===== config.mk =====
export PLATFORM = sky130hd
export DESIGN_NAME = rgb_layer_blend_unit
export DESIGN_NICKNAME = d
export VERILOG_FILES = /design/src/rtl/rlbu_pkg.sv /design/src/rtl/rgb_layer_blend_unit.sv
export SDC_FILE = /design/constraint.sdc
export NUM_CORES = 1
export LEC_CHECK = 0
export ABC_AREA = 1
export BUFFER_PORTS_ARGS = -buffer_cell sky130_fd_sc_hd__buf_4
export CAP_MARGIN = 25
export CORE_AREA = 2 2 191 156
export CTS_CLUSTER_SIZE = 40
export DETAILED_ROUTE_END_ITERATION = 6
export DIE_AREA = 0 0 193 158
export PLACE_DENSITY = 0.86
export SLEW_MARGIN = 20
export SYNTH_ARGS = -nofsm -noshare
export SYNTH_HDL_FRONTEND = slang
export SYNTH_SLANG_ARGS = --single-unit
export TNS_END_PERCENT = 100

===== constraint.sdc =====
create_clock -name clk -period 10 [get_ports clk]
set_input_delay 0.5 -clock clk [delete_from_list [all_inputs] [get_ports clk]]
set_output_delay 0.5 -clock clk [all_outputs]
set_load 0.02 [all_outputs]

===== src/rtl/rlbu_pkg.sv =====
// rlbu_pkg: blend mode codes, rounding constants and the per-channel blend function
// for the rgb layer blend unit.
// No dependencies.
package rlbu_pkg;

    // blend mode codes as held in the mode register
    typedef enum logic [1:0] {
        MODE_MULTIPLY = 2'd0,
        MODE_SUBTRACT = 2'd1,
        MODE_SCREEN   = 2'd2,
        MODE_OVERLAY  = 2'd3
    } blend_mode_t;

    localparam int unsigned CH_W = 8;

    // overlay picks the dark branch when the bottom channel sum is at most this
    localparam logic [9:0] OVL_SPLIT = 10'd382;

    localparam logic [15:0] FULL_SQ = 16'd65025;

    // numerators at or above this round to more than full scale
    localparam logic [16:0] SAT_HI = 17'd65153;

    // subtracted terms at or above this leave a numerator that rounds to zero
    localparam logic [16:0] SAT_LO = 17'd64898;

    // round x/255 to nearest, valid for x up to 65152
    function automatic logic [CH_W-1:0] div255_round(input logic [15:0] x);
        logic [16:0] t;
        logic [16:0] s;
        begin
            t = {1'b0, x} + 17'd128;
            s = t + {8'd0, t[16:8]};
            div255_round = s[15:8];
        end
    endfunction

    // one channel of the blend: a is the top value, b the bottom value
    function automatic logic [CH_W-1:0] blend_channel(
        input blend_mode_t     mode,
        input logic [CH_W-1:0] a,
        input logic [CH_W-1:0] b,
        input logic            dark
    );
        logic            inv;
        logic [CH_W-1:0] op_a;
        logic [CH_W-1:0] op_b;
        logic [15:0]     prod;
        logic [16:0]     term;
        logic [15:0]     num;
        logic [CH_W-1:0] res;
        begin
            // screen and light overlay work on the inverted channels
            inv  = (mode == MODE_SCREEN) || ((mode == MODE_OVERLAY) && !dark);
            op_a = inv ? ~a : a;
            op_b = inv ? ~b : b;
            prod = op_a * op_b;
            // overlay doubles the product
            term = (mode == MODE_OVERLAY) ? {prod, 1'b0} : {1'b0, prod};
            num  = FULL_SQ - term[15:0];
            case (mode)
                MODE_SUBTRACT:
                begin
                    res = (a > b) ? (a - b) : '0;
                end
                default:
                begin
                    if (!inv)
                    begin
                        res = (term >= SAT_HI) ? '1 : div255_round(term[15:0]);
                    end
                    else
                    begin
                        res = (term >= SAT_LO) ? '0 : div255_round(num);
                    end
                end
            endcase
            blend_channel = res;
        end
    endfunction

endpackage


===== src/rtl/rgb_layer_blend_unit.sv =====
// rgb_layer_blend_unit: two-stage blend of a top and a bottom BGR pixel under a
// configured mode (multiply, subtract, screen, overlay). Depends on rlbu_pkg.
//
// One pixel pair is taken per clock while in_stall is low. The pair lands in the input
// register when accepted and the blended pixel is loaded from there into the result
// register, which drives the output. One 8x8 multiplier per channel and the divide-by-255
// rounding as shift-and-add sit between the two registers.
// Both stages hold their request under downstream stall, so a new pair is still taken
// while a finished result waits if the input register is empty. The mode register is
// written with cfg_write_en and must only change while no request is in flight.
module rgb_layer_blend_unit (
    input  logic       clk,
    input  logic       rst_n,
    input  logic       cfg_write_en,
    input  logic [1:0] cfg_write_data,
    input  logic       in_valid,
    output logic       in_stall,
    input  logic [7:0] top_blue,
    input  logic [7:0] top_green,
    input  logic [7:0] top_red,
    input  logic [7:0] bottom_blue,
    input  logic [7:0] bottom_green,
    input  logic [7:0] bottom_red,
    output logic       out_valid,
    input  logic       out_stall,
    output logic [7:0] out_blue,
    output logic [7:0] out_green,
    output logic [7:0] out_red
);
    import rlbu_pkg::*;

    blend_mode_t     mode_reg;
    logic            s1_valid_reg;
    logic [CH_W-1:0] top_b_reg, top_g_reg, top_r_reg;
    logic [CH_W-1:0] bot_b_reg, bot_g_reg, bot_r_reg;
    logic            out_valid_reg;
    logic [CH_W-1:0] out_b_reg, out_g_reg, out_r_reg;
    logic [CH_W-1:0] out_b_next, out_g_next, out_r_next;
    logic            adv_out;
    logic            adv_in;
    logic            in_take;
    logic [9:0]      bot_sum;
    logic            dark;

    // stage advance: each stage moves when the one after it has room
    assign adv_out  = !out_valid_reg || !out_stall;
    assign adv_in   = !s1_valid_reg || adv_out;
    assign in_stall = !adv_in;
    assign in_take  = in_valid && adv_in;

    // mode register
    always_ff @(posedge clk or negedge rst_n)
    begin
        if (!rst_n)
        begin
            mode_reg <= MODE_MULTIPLY;
        end
        else if (cfg_write_en)
        begin
            mode_reg <= blend_mode_t'(cfg_write_data);
        end
    end

    // input register stage
    always_ff @(posedge clk or negedge rst_n)
    begin
        if (!rst_n)
        begin
            s1_valid_reg <= 1'b0;
        end
        else if (adv_in)
        begin
            s1_valid_reg <= in_valid;
        end
    end

    always_ff @(posedge clk)
    begin
        if (in_take)
        begin
            top_b_reg <= top_blue;
            top_g_reg <= top_green;
            top_r_reg <= top_red;
            bot_b_reg <= bottom_blue;
            bot_g_reg <= bottom_green;
            bot_r_reg <= bottom_red;
        end
    end

    // overlay branch select and per-channel blend
    always_comb
    begin
        bot_sum    = {2'b00, bot_b_reg} + {2'b00, bot_g_reg} + {2'b00, bot_r_reg};
        dark       = (bot_sum <= OVL_SPLIT);
        out_b_next = blend_channel(mode_reg, top_b_reg, bot_b_reg, dark);
        out_g_next = blend_channel(mode_reg, top_g_reg, bot_g_reg, dark);
        out_r_next = blend_channel(mode_reg, top_r_reg, bot_r_reg, dark);
    end

    // result register stage
    always_ff @(posedge clk or negedge rst_n)
    begin
        if (!rst_n)
        begin
            out_valid_reg <= 1'b0;
        end
        else if (adv_out)
        begin
            out_valid_reg <= s1_valid_reg;
        end
    end

    always_ff @(posedge clk)
    begin
        if (adv_out && s1_valid_reg)
        begin
            out_b_reg <= out_b_next;
            out_g_reg <= out_g_next;
            out_r_reg <= out_r_next;
        end
    end

    assign out_valid = out_valid_reg;
    assign out_blue  = out_b_reg;
    assign out_green = out_g_reg;
    assign out_red   = out_r_reg;

    // an accepted request always lands in the input stage
    a_take_lands: assert property (@(posedge clk) disable iff (!rst_n)
        in_take |=> s1_valid_reg)
        else $error("accepted request did not reach the input stage");

    // a request blocked by the result stage is not dropped
    a_s1_holds: assert property (@(posedge clk) disable iff (!rst_n)
        (s1_valid_reg && !adv_out) |=> s1_valid_reg)
        else $error("input stage lost a blocked request");

    // a request leaving the input stage reaches the result register
    a_s1_moves: assert property (@(posedge clk) disable iff (!rst_n)
        (s1_valid_reg && adv_out) |=> out_valid_reg)
        else $error("request lost between stages");

    // upstream is only stalled when both stages are occupied
    a_stall_full: assert property (@(posedge clk) disable iff (!rst_n)
        in_stall |-> (s1_valid_reg && out_valid_reg))
        else $error("stall raised with room in the pipeline");

endmodule


Yosys cells after proc, flatten, opt, wreduce, memory -nomap -nowiden

Cells that the tools add are included.

Register bits: 76
Input bits: 55

Add/subtract/negate cells: 20
$mul: 3
Order comparisons: 10
Equal/unequal tests: 3
Multiplexer cells: 24
Bitwise logic cells: 6
Reductions and logical operators: 11

Operators by type and width:

| cell                                                                | count |
|---|---|
| two-way mux 8 bit                                                   | 21 |
| adder 16 x 8 -> 17 bit, second input constant                       | 6 |
| greater-or-equal comparator 17 x 16 -> 1 bit, second input constant | 6 |
| adder 16 x 9 -> 16 bit                                              | 6 |
| two-way mux 17 bit                                                  | 3 |
| multiplier 8 x 8 -> 16 bit                                          | 3 |
| NOT 8 bit                                                           | 6 |
| subtractor 16 bit, first input constant                             | 3 |
| > comparator 8 bit                                                  | 3 |
| subtractor 8 bit                                                    | 3 |
| adder 9 x 8 -> 10 bit                                               | 1 |
| less-or-equal comparator 10 x 9 -> 1 bit, second input constant     | 1 |
| adder 8 x 8 -> 9 bit                                                | 1 |
| logical NOT 1 bit                                                   | 5 |
| == test 2 bit, second input constant                                | 2 |
| logical AND 1 bit                                                   | 3 |
| logical OR 1 bit                                                    | 3 |
| == test 2 x 1 -> 1 bit, second input constant                       | 1 |

Longest topological paths before layout

Depth in word-level cells: 15
Depth in mapped cells: 68

Least setup slack after synthesis

No wires, ideal clock.

Kind: reg-to-reg
From: register bot_g_reg[1]
To: register out_r_reg[7] (netlist: out_red[7]), data pin
Arrival time: 8.921 ns
Data required time: 9.744 ns
Path slack: 0.823 ns
Cell stages (with the launch flop): 61
Path buffers: 2
Clock period less this slack: 9.177 ns
Path through: edfxtp_1 inv_1 fa_1 inv_1 ha_1 inv_1 fa_1 inv_1 nand2_1 nand2_1 nand3_1 nand2_1 nor2_1 nand2_1 nand2_1 nand2_1 nand2_4 nand2_8 (+25 left out) inv_1 nand4_1 nor2_2 inv_2 nand2_1 inv_1 ha_1 nand2_1 nor2_1 nand4_1 nand2_1 nand4_1 nor2_1 nand3_1 nand3_1 nand2_1 nand2_1 nand2_1

Cells in the longest elaborated chain, start to end: 15
Elaborated cells between the ends (all ways): 21

Ends and longest elaborated chain:

| element                                    | line                           | text |
|---|---|---|
| start, declared                            | rgb_layer_blend_unit.sv:35     | `logic [CH_W-1:0] bot_b_reg, bot_g_reg, bot_r_reg;` |
| start signal, assigned                     | rgb_layer_blend_unit.sv:85     | `bot_g_reg <= bottom_green;` |
| adder 8 x 8 -> 9 bit *                     | rgb_layer_blend_unit.sv:93     | `bot_sum = {2'b00, bot_b_reg} + {2'b00, bot_g_reg} + {2'b00, bot_r_reg};` |
| adder 9 x 8 -> 10 bit *                    | rgb_layer_blend_unit.sv:93     |  |
| less-or-equal comparator 10 x 9 -> 1 bit * | rgb_layer_blend_unit.sv:94     | `dark = (bot_sum <= OVL_SPLIT);` |
| logical NOT 1 bit *                        | rlbu_pkg.sv:54                 | `inv = (mode == MODE_SCREEN) \|\| ((mode == MODE_OVERLAY) && !dark);` |
| logical AND 1 bit *                        | rlbu_pkg.sv:54                 |  |
| logical OR 1 bit *                         | rlbu_pkg.sv:54                 |  |
| two-way mux 8 bit (on tied branches)       | rlbu_pkg.sv:55, rlbu_pkg.sv:56 |  |
| multiplier 8 x 8 -> 16 bit                 | rlbu_pkg.sv:57                 | `prod = op_a * op_b;` |
| two-way mux 17 bit                         | rlbu_pkg.sv:59                 | `term = (mode == MODE_OVERLAY) ? {prod, 1'b0} : {1'b0, prod};` |
| subtractor 16 bit                          | rlbu_pkg.sv:60                 | `num = FULL_SQ - term[15:0];` |
| adder 16 x 8 -> 17 bit                     | rlbu_pkg.sv:32                 | `t = {1'b0, x} + 17'd128;` |
| adder 16 x 9 -> 16 bit                     | rlbu_pkg.sv:33                 | `s = t + {8'd0, t[16:8]};` |
| two-way mux 8 bit                          | rlbu_pkg.sv:74                 | `res = (term >= SAT_LO) ? '0 : div255_round(num);` |
| two-way mux 8 bit *                        | rlbu_pkg.sv:68                 | `if (!inv)` |
| two-way mux 8 bit *                        | rlbu_pkg.sv:61                 | `case (mode)` |
| named net out_r_next[7]                    | rgb_layer_blend_unit.sv:38     | `logic [CH_W-1:0] out_b_next, out_g_next, out_r_next;` |
| end signal, assigned                       | rgb_layer_blend_unit.sv:119    | `out_r_reg <= out_r_next;` |
| end, declared                              | rgb_layer_blend_unit.sv:37     | `logic [CH_W-1:0] out_b_reg, out_g_reg, out_r_reg;` |

The timed path passes the listed nets; every way through them passes the cells marked *.
A chain may end at the register's enable or synchronous reset.

Worst setup path in the final report

From: register bot_g_reg[1]
To: register out_b_reg[1] (netlist: out_blue[1]), data pin

Cells in the longest elaborated chain, start to end: 15
Elaborated cells between the ends (all ways): 21

Ends and longest elaborated chain:

| element                                    | line                           | text |
|---|---|---|
| adder 8 x 8 -> 9 bit *                     | rgb_layer_blend_unit.sv:93     |  |
| adder 9 x 8 -> 10 bit *                    | rgb_layer_blend_unit.sv:93     |  |
| less-or-equal comparator 10 x 9 -> 1 bit * | rgb_layer_blend_unit.sv:94     |  |
| logical NOT 1 bit *                        | rlbu_pkg.sv:54                 |  |
| logical AND 1 bit *                        | rlbu_pkg.sv:54                 |  |
| logical OR 1 bit *                         | rlbu_pkg.sv:54                 |  |
| two-way mux 8 bit (on tied branches)       | rlbu_pkg.sv:55, rlbu_pkg.sv:56 |  |
| multiplier 8 x 8 -> 16 bit                 | rlbu_pkg.sv:57                 |  |
| two-way mux 17 bit                         | rlbu_pkg.sv:59                 |  |
| subtractor 16 bit                          | rlbu_pkg.sv:60                 |  |
| adder 16 x 8 -> 17 bit                     | rlbu_pkg.sv:32                 |  |
| adder 16 x 9 -> 16 bit                     | rlbu_pkg.sv:33                 |  |
| two-way mux 8 bit                          | rlbu_pkg.sv:74                 |  |
| two-way mux 8 bit *                        | rlbu_pkg.sv:68                 |  |
| two-way mux 8 bit *                        | rlbu_pkg.sv:61                 |  |
| named net out_b_next[1]                    | rgb_layer_blend_unit.sv:38     |  |
| end signal, assigned                       | rgb_layer_blend_unit.sv:117    | `out_b_reg <= out_b_next;` |
| end, declared                              | rgb_layer_blend_unit.sv:37     |  |

Marked as above.

==> summary.md <==
| Metric | Value |
|---|---|
| Slowest CP cell | `fa_1` |
| Simple-gate share of the synthesized area | `between 30% and 40%` |
| Area Overhead vs Synth | `21.58%` |
| Rel. slew slack | `3.595%` |
| Initial antenna violation count | `0` |
| Clock Skews | `between 10 and 15 ps` |
| Vias per cell | `approximately 5.8` |
| Fin util | `71.55%` |
| Synth async-reset ratio | `5.263%` |
| CTS tree | `built` |
| Required time worst endpoint | `a little over 10000 ps` |
| Die Y | `158 um` |
| Final min period | `around 9800 ps` |
| Crit path launch type | `flop` |
| XOR/XNOR Fraction of Synth Area | `6.291%` |
| Grt ovf | `0` |
| DR iter-0 viols | `2005` |
| Num CTS Buffers | `9` |
| Worst-case clock buffer depth | `2` |
| Yosys warning count | `0` |
| Placer congestion estimate | `0.9991` |
| # diodes | `0` |
| Final Setup Violations | `0` |
| Register area | `2262 sq um` |
| Crit-path most repeated cell | `nand2_1` |
| Seq/Total Area, Yosys | `13.38%` |
| Largest net degree at the start of global routing | `52` |
| #FFs+latches synth | `76` |
| IO buf count | `80` |
| Synth Area in Adders | `29.60%` |
| Share of cell area taken by muxes after synthesis | `0.06661%` |
| Drt wl/cell | `about 18 um` |
| Mapped cell area | `roughly 17000 sq um` |
| Die width | `193 um` |
| Worst min path class | `primary input to flop` |
| Post-Route WL | `54.96 mm` |
| First-pass GRT wire length | `78.80 mm` |
| Num Clock Sinks | `76` |
| Post-route clock period utilization | `98.02%` |
| H-tree Lvls | `3` |
| Clock latency on the worst-skew pair | `360 ps` |
| Antenna Nets Post-Route | `0` |
| CP Data Arrival Time | `9900 ps` |
| Critical Path Max Stage Delay | `560 ps` |
| Crit path capture type | `flop` |
| Initial Util | `58.85%` |
| Post-synth EDFFs | `72` |
| Slew Viols, Final | `0` |
| Worst-path clk slew | `70 ps` |
| Compound-Gate Fraction of Synth Area | `between 8 and 9%` |
| Post-synth cell types | `62` |
| Share of Yosys cell area claimed by the top area cell type | `15.39%` |
| Crit-path max FO | `7` |
| Share of layout cells above drive strength 1 | `22.53%` |
| Status | `complete, no violations` |
| FILL cells | `2178` |
| Crit Path Class | `flop to flop` |
| NumNets Final | `2993` |
| TritonRoute pass-1 iters | `5` |
| Actual slew at the worst max-slew pin | `1446 ps` |
| Area of the multi-input gates | `14210 sq um` |
| Fin. Hold Viols | `0` |
| Clk Tree Root Cell | `clkbuf_16` |
| Biggest area consumer among synthesized cells | `ha_1` |
| Top Layer Used | `met4` |
| Mapped Nets | `around 2.8k` |
| Post-Syn Instances | `2422` |
| Vias in the first global route | `between 15k and 20k` |
| Rows | `56` |
| Core ar. | `28730 sq um` |
| Main combinational cell family by area after synthesis | `simple AND/OR/NAND/NOR gates` |
| Synth Area per Inst | `6.980 sq um` |
| DP HPWL | `around 40 mm` |
| Metal3 WL | `5.148 mm` |
| Placed cell area | `~18000 sq um` |
| Synth Flop Type | `edfxtp_1` |
| Total GRT Usage | `32.43%` |
| DR vias | `17.40k` |
| Final Instance Area | `20550 sq um` |
| IO Pins | `81` |
| DRC | `0` |
| Top post-synthesis cells by area | `ha_1 15%, fa_1 14%, edfxtp_1 13%` |
| Max Cap Viol | `0` |
| WL met2 | `25.16 mm` |
| Die Area | `30490 sq um` |
| Met1 Wirelength | `approximately 23 mm` |
| Peak Freq | `just over 0.1 GHz` |
per-layer routing:
layer,track usage (%),vias up
met1,47.73,8231
met2,50.98,963
met3,4.212,140
li1,-,8070
met5,0,-
met4,6.854,0
kinds of logic after synthesis:
kind of cell | count (synthesis)
simple gates | 1153
buf+inv | 489
fa+ha+maj | 328
compound gates | 257
xor+xnor | 118
flops | 76
mux | 1
critical path, delay by kind of cell (launching register included):
| family | cells | cell delay [ps] |
|---|---|---|
| flip-flops | 1 | 450 |
| adder cells (fa/ha/maj) | 9 | 3600 |
| buffers and inverters | 12 | 1420 |
| AND/OR/NAND/NOR | 23 | 2490 |
| XOR/XNOR | 3 | 530 |
| AO/OA/AOI/OAI | 6 | 1050 |
layout make-up:
class / count / area share (%)
multi-input combinational: 1862 / 69.16
timing repair buffer: 194 / 7.585
inverter: 467 / 8.662
clock inverter: 6 / 0.2009
tap: 377 / 2.295
clock buffer: 9 / 1.096
sequential: 76 / 11.01
synth_stat cells (3+ instances only):
master,n
nor2_4,10
nand3_2,15
buf_6,7
o21ai_0,80
o21bai_1,10
nand2_1,511
a21o_1,3
a21oi_2,4
a31oi_1,5
a21oi_1,96
dfrtp_1,4
a31o_2,4
ha_1,208
nand3_1,149
nand3_4,3
nor4_1,5
xnor2_1,36
o21ai_1,27
nand3b_1,7
clkinv_1,3
a21boi_0,3
nor2_2,12
or2_1,5
or2_2,6
nor2_1,312
o21ai_2,8
fa_1,120
edfxtp_1,72
nor3_2,7
inv_1,436
xor2_2,4
buf_2,8
xor2_1,78
nand2_2,36
inv_2,26
nand4_1,46
o31ai_1,5
clkbuf_1,3
nor3_1,15
placed cells by master, fill, tap and decap left out, types with 18 or more instances in the layout:
cell type,Yosys,routed
nand2_1,511,479
inv_1,436,396
nor2_1,312,269
buf_4,2,184
ha_1,208,183
nand3_1,149,137
fa_1,120,116
a21oi_1,96,85
edfxtp_1,72,72
o21ai_0,80,66
inv_2,26,58
nand2_2,36,58
xor2_1,78,53
nor2_2,12,47
nand4_1,46,46
o21ai_1,27,33
nand3_2,15,27
ha_4,0,22
xor2_2,4,19
nor2_4,10,18
through the flow:
step / hold slack [ps] / setup slack, ps / TNS [ps] / std cells
5_1_grt: 309.6 / -276.5 / -3664 / 2991
4_1_cts: 316.5 / -7.286 / -9.301 / 2925
3_5_place_dp: 299.4 / -134.7 / -323.1 / 2908
2_1_floorplan: 204.4 / 822.7 / 0 / 2422
3_3_place_gp: 299.0 / 47.40 / 0 / 2908
6_report: 308.6 / 198.2 / 0 / 2991
timing repair:
| action | CTS | global route |
|---|---|---|
| resized for setup | 8 | 309 |
| buffers inserted | 0 | 60 |
| hold buffers | 1 | 0 |
| pin swaps | 0 | 103 |
| cloned | 1 | 5 |
| setup endpoints to repair | 15 | 24 |
| endpoints found under the hold margin | 4 | 0 |
final timing paths:
check | from | end | slack, ps | cells past startpoint
worst max-delay path | bot_g_reg[1] | out_blue[1] | 200 | 53
min in group asynchronous | rst_n | mode_reg[0] | 490 | 2
worst min register to register | s1_valid_reg | out_valid | 500 | 2
worst min-delay path | top_green[5] | top_g_reg[5] | 310 | 1
worst max register to register | bot_g_reg[1] | out_blue[1] | 200 | 53
max in group asynchronous | rst_n | s1_valid_reg | 9410 | 2
Power is not shown: default switching activity piles up to over one toggle a cycle in this logic, so the estimate is an artifact.
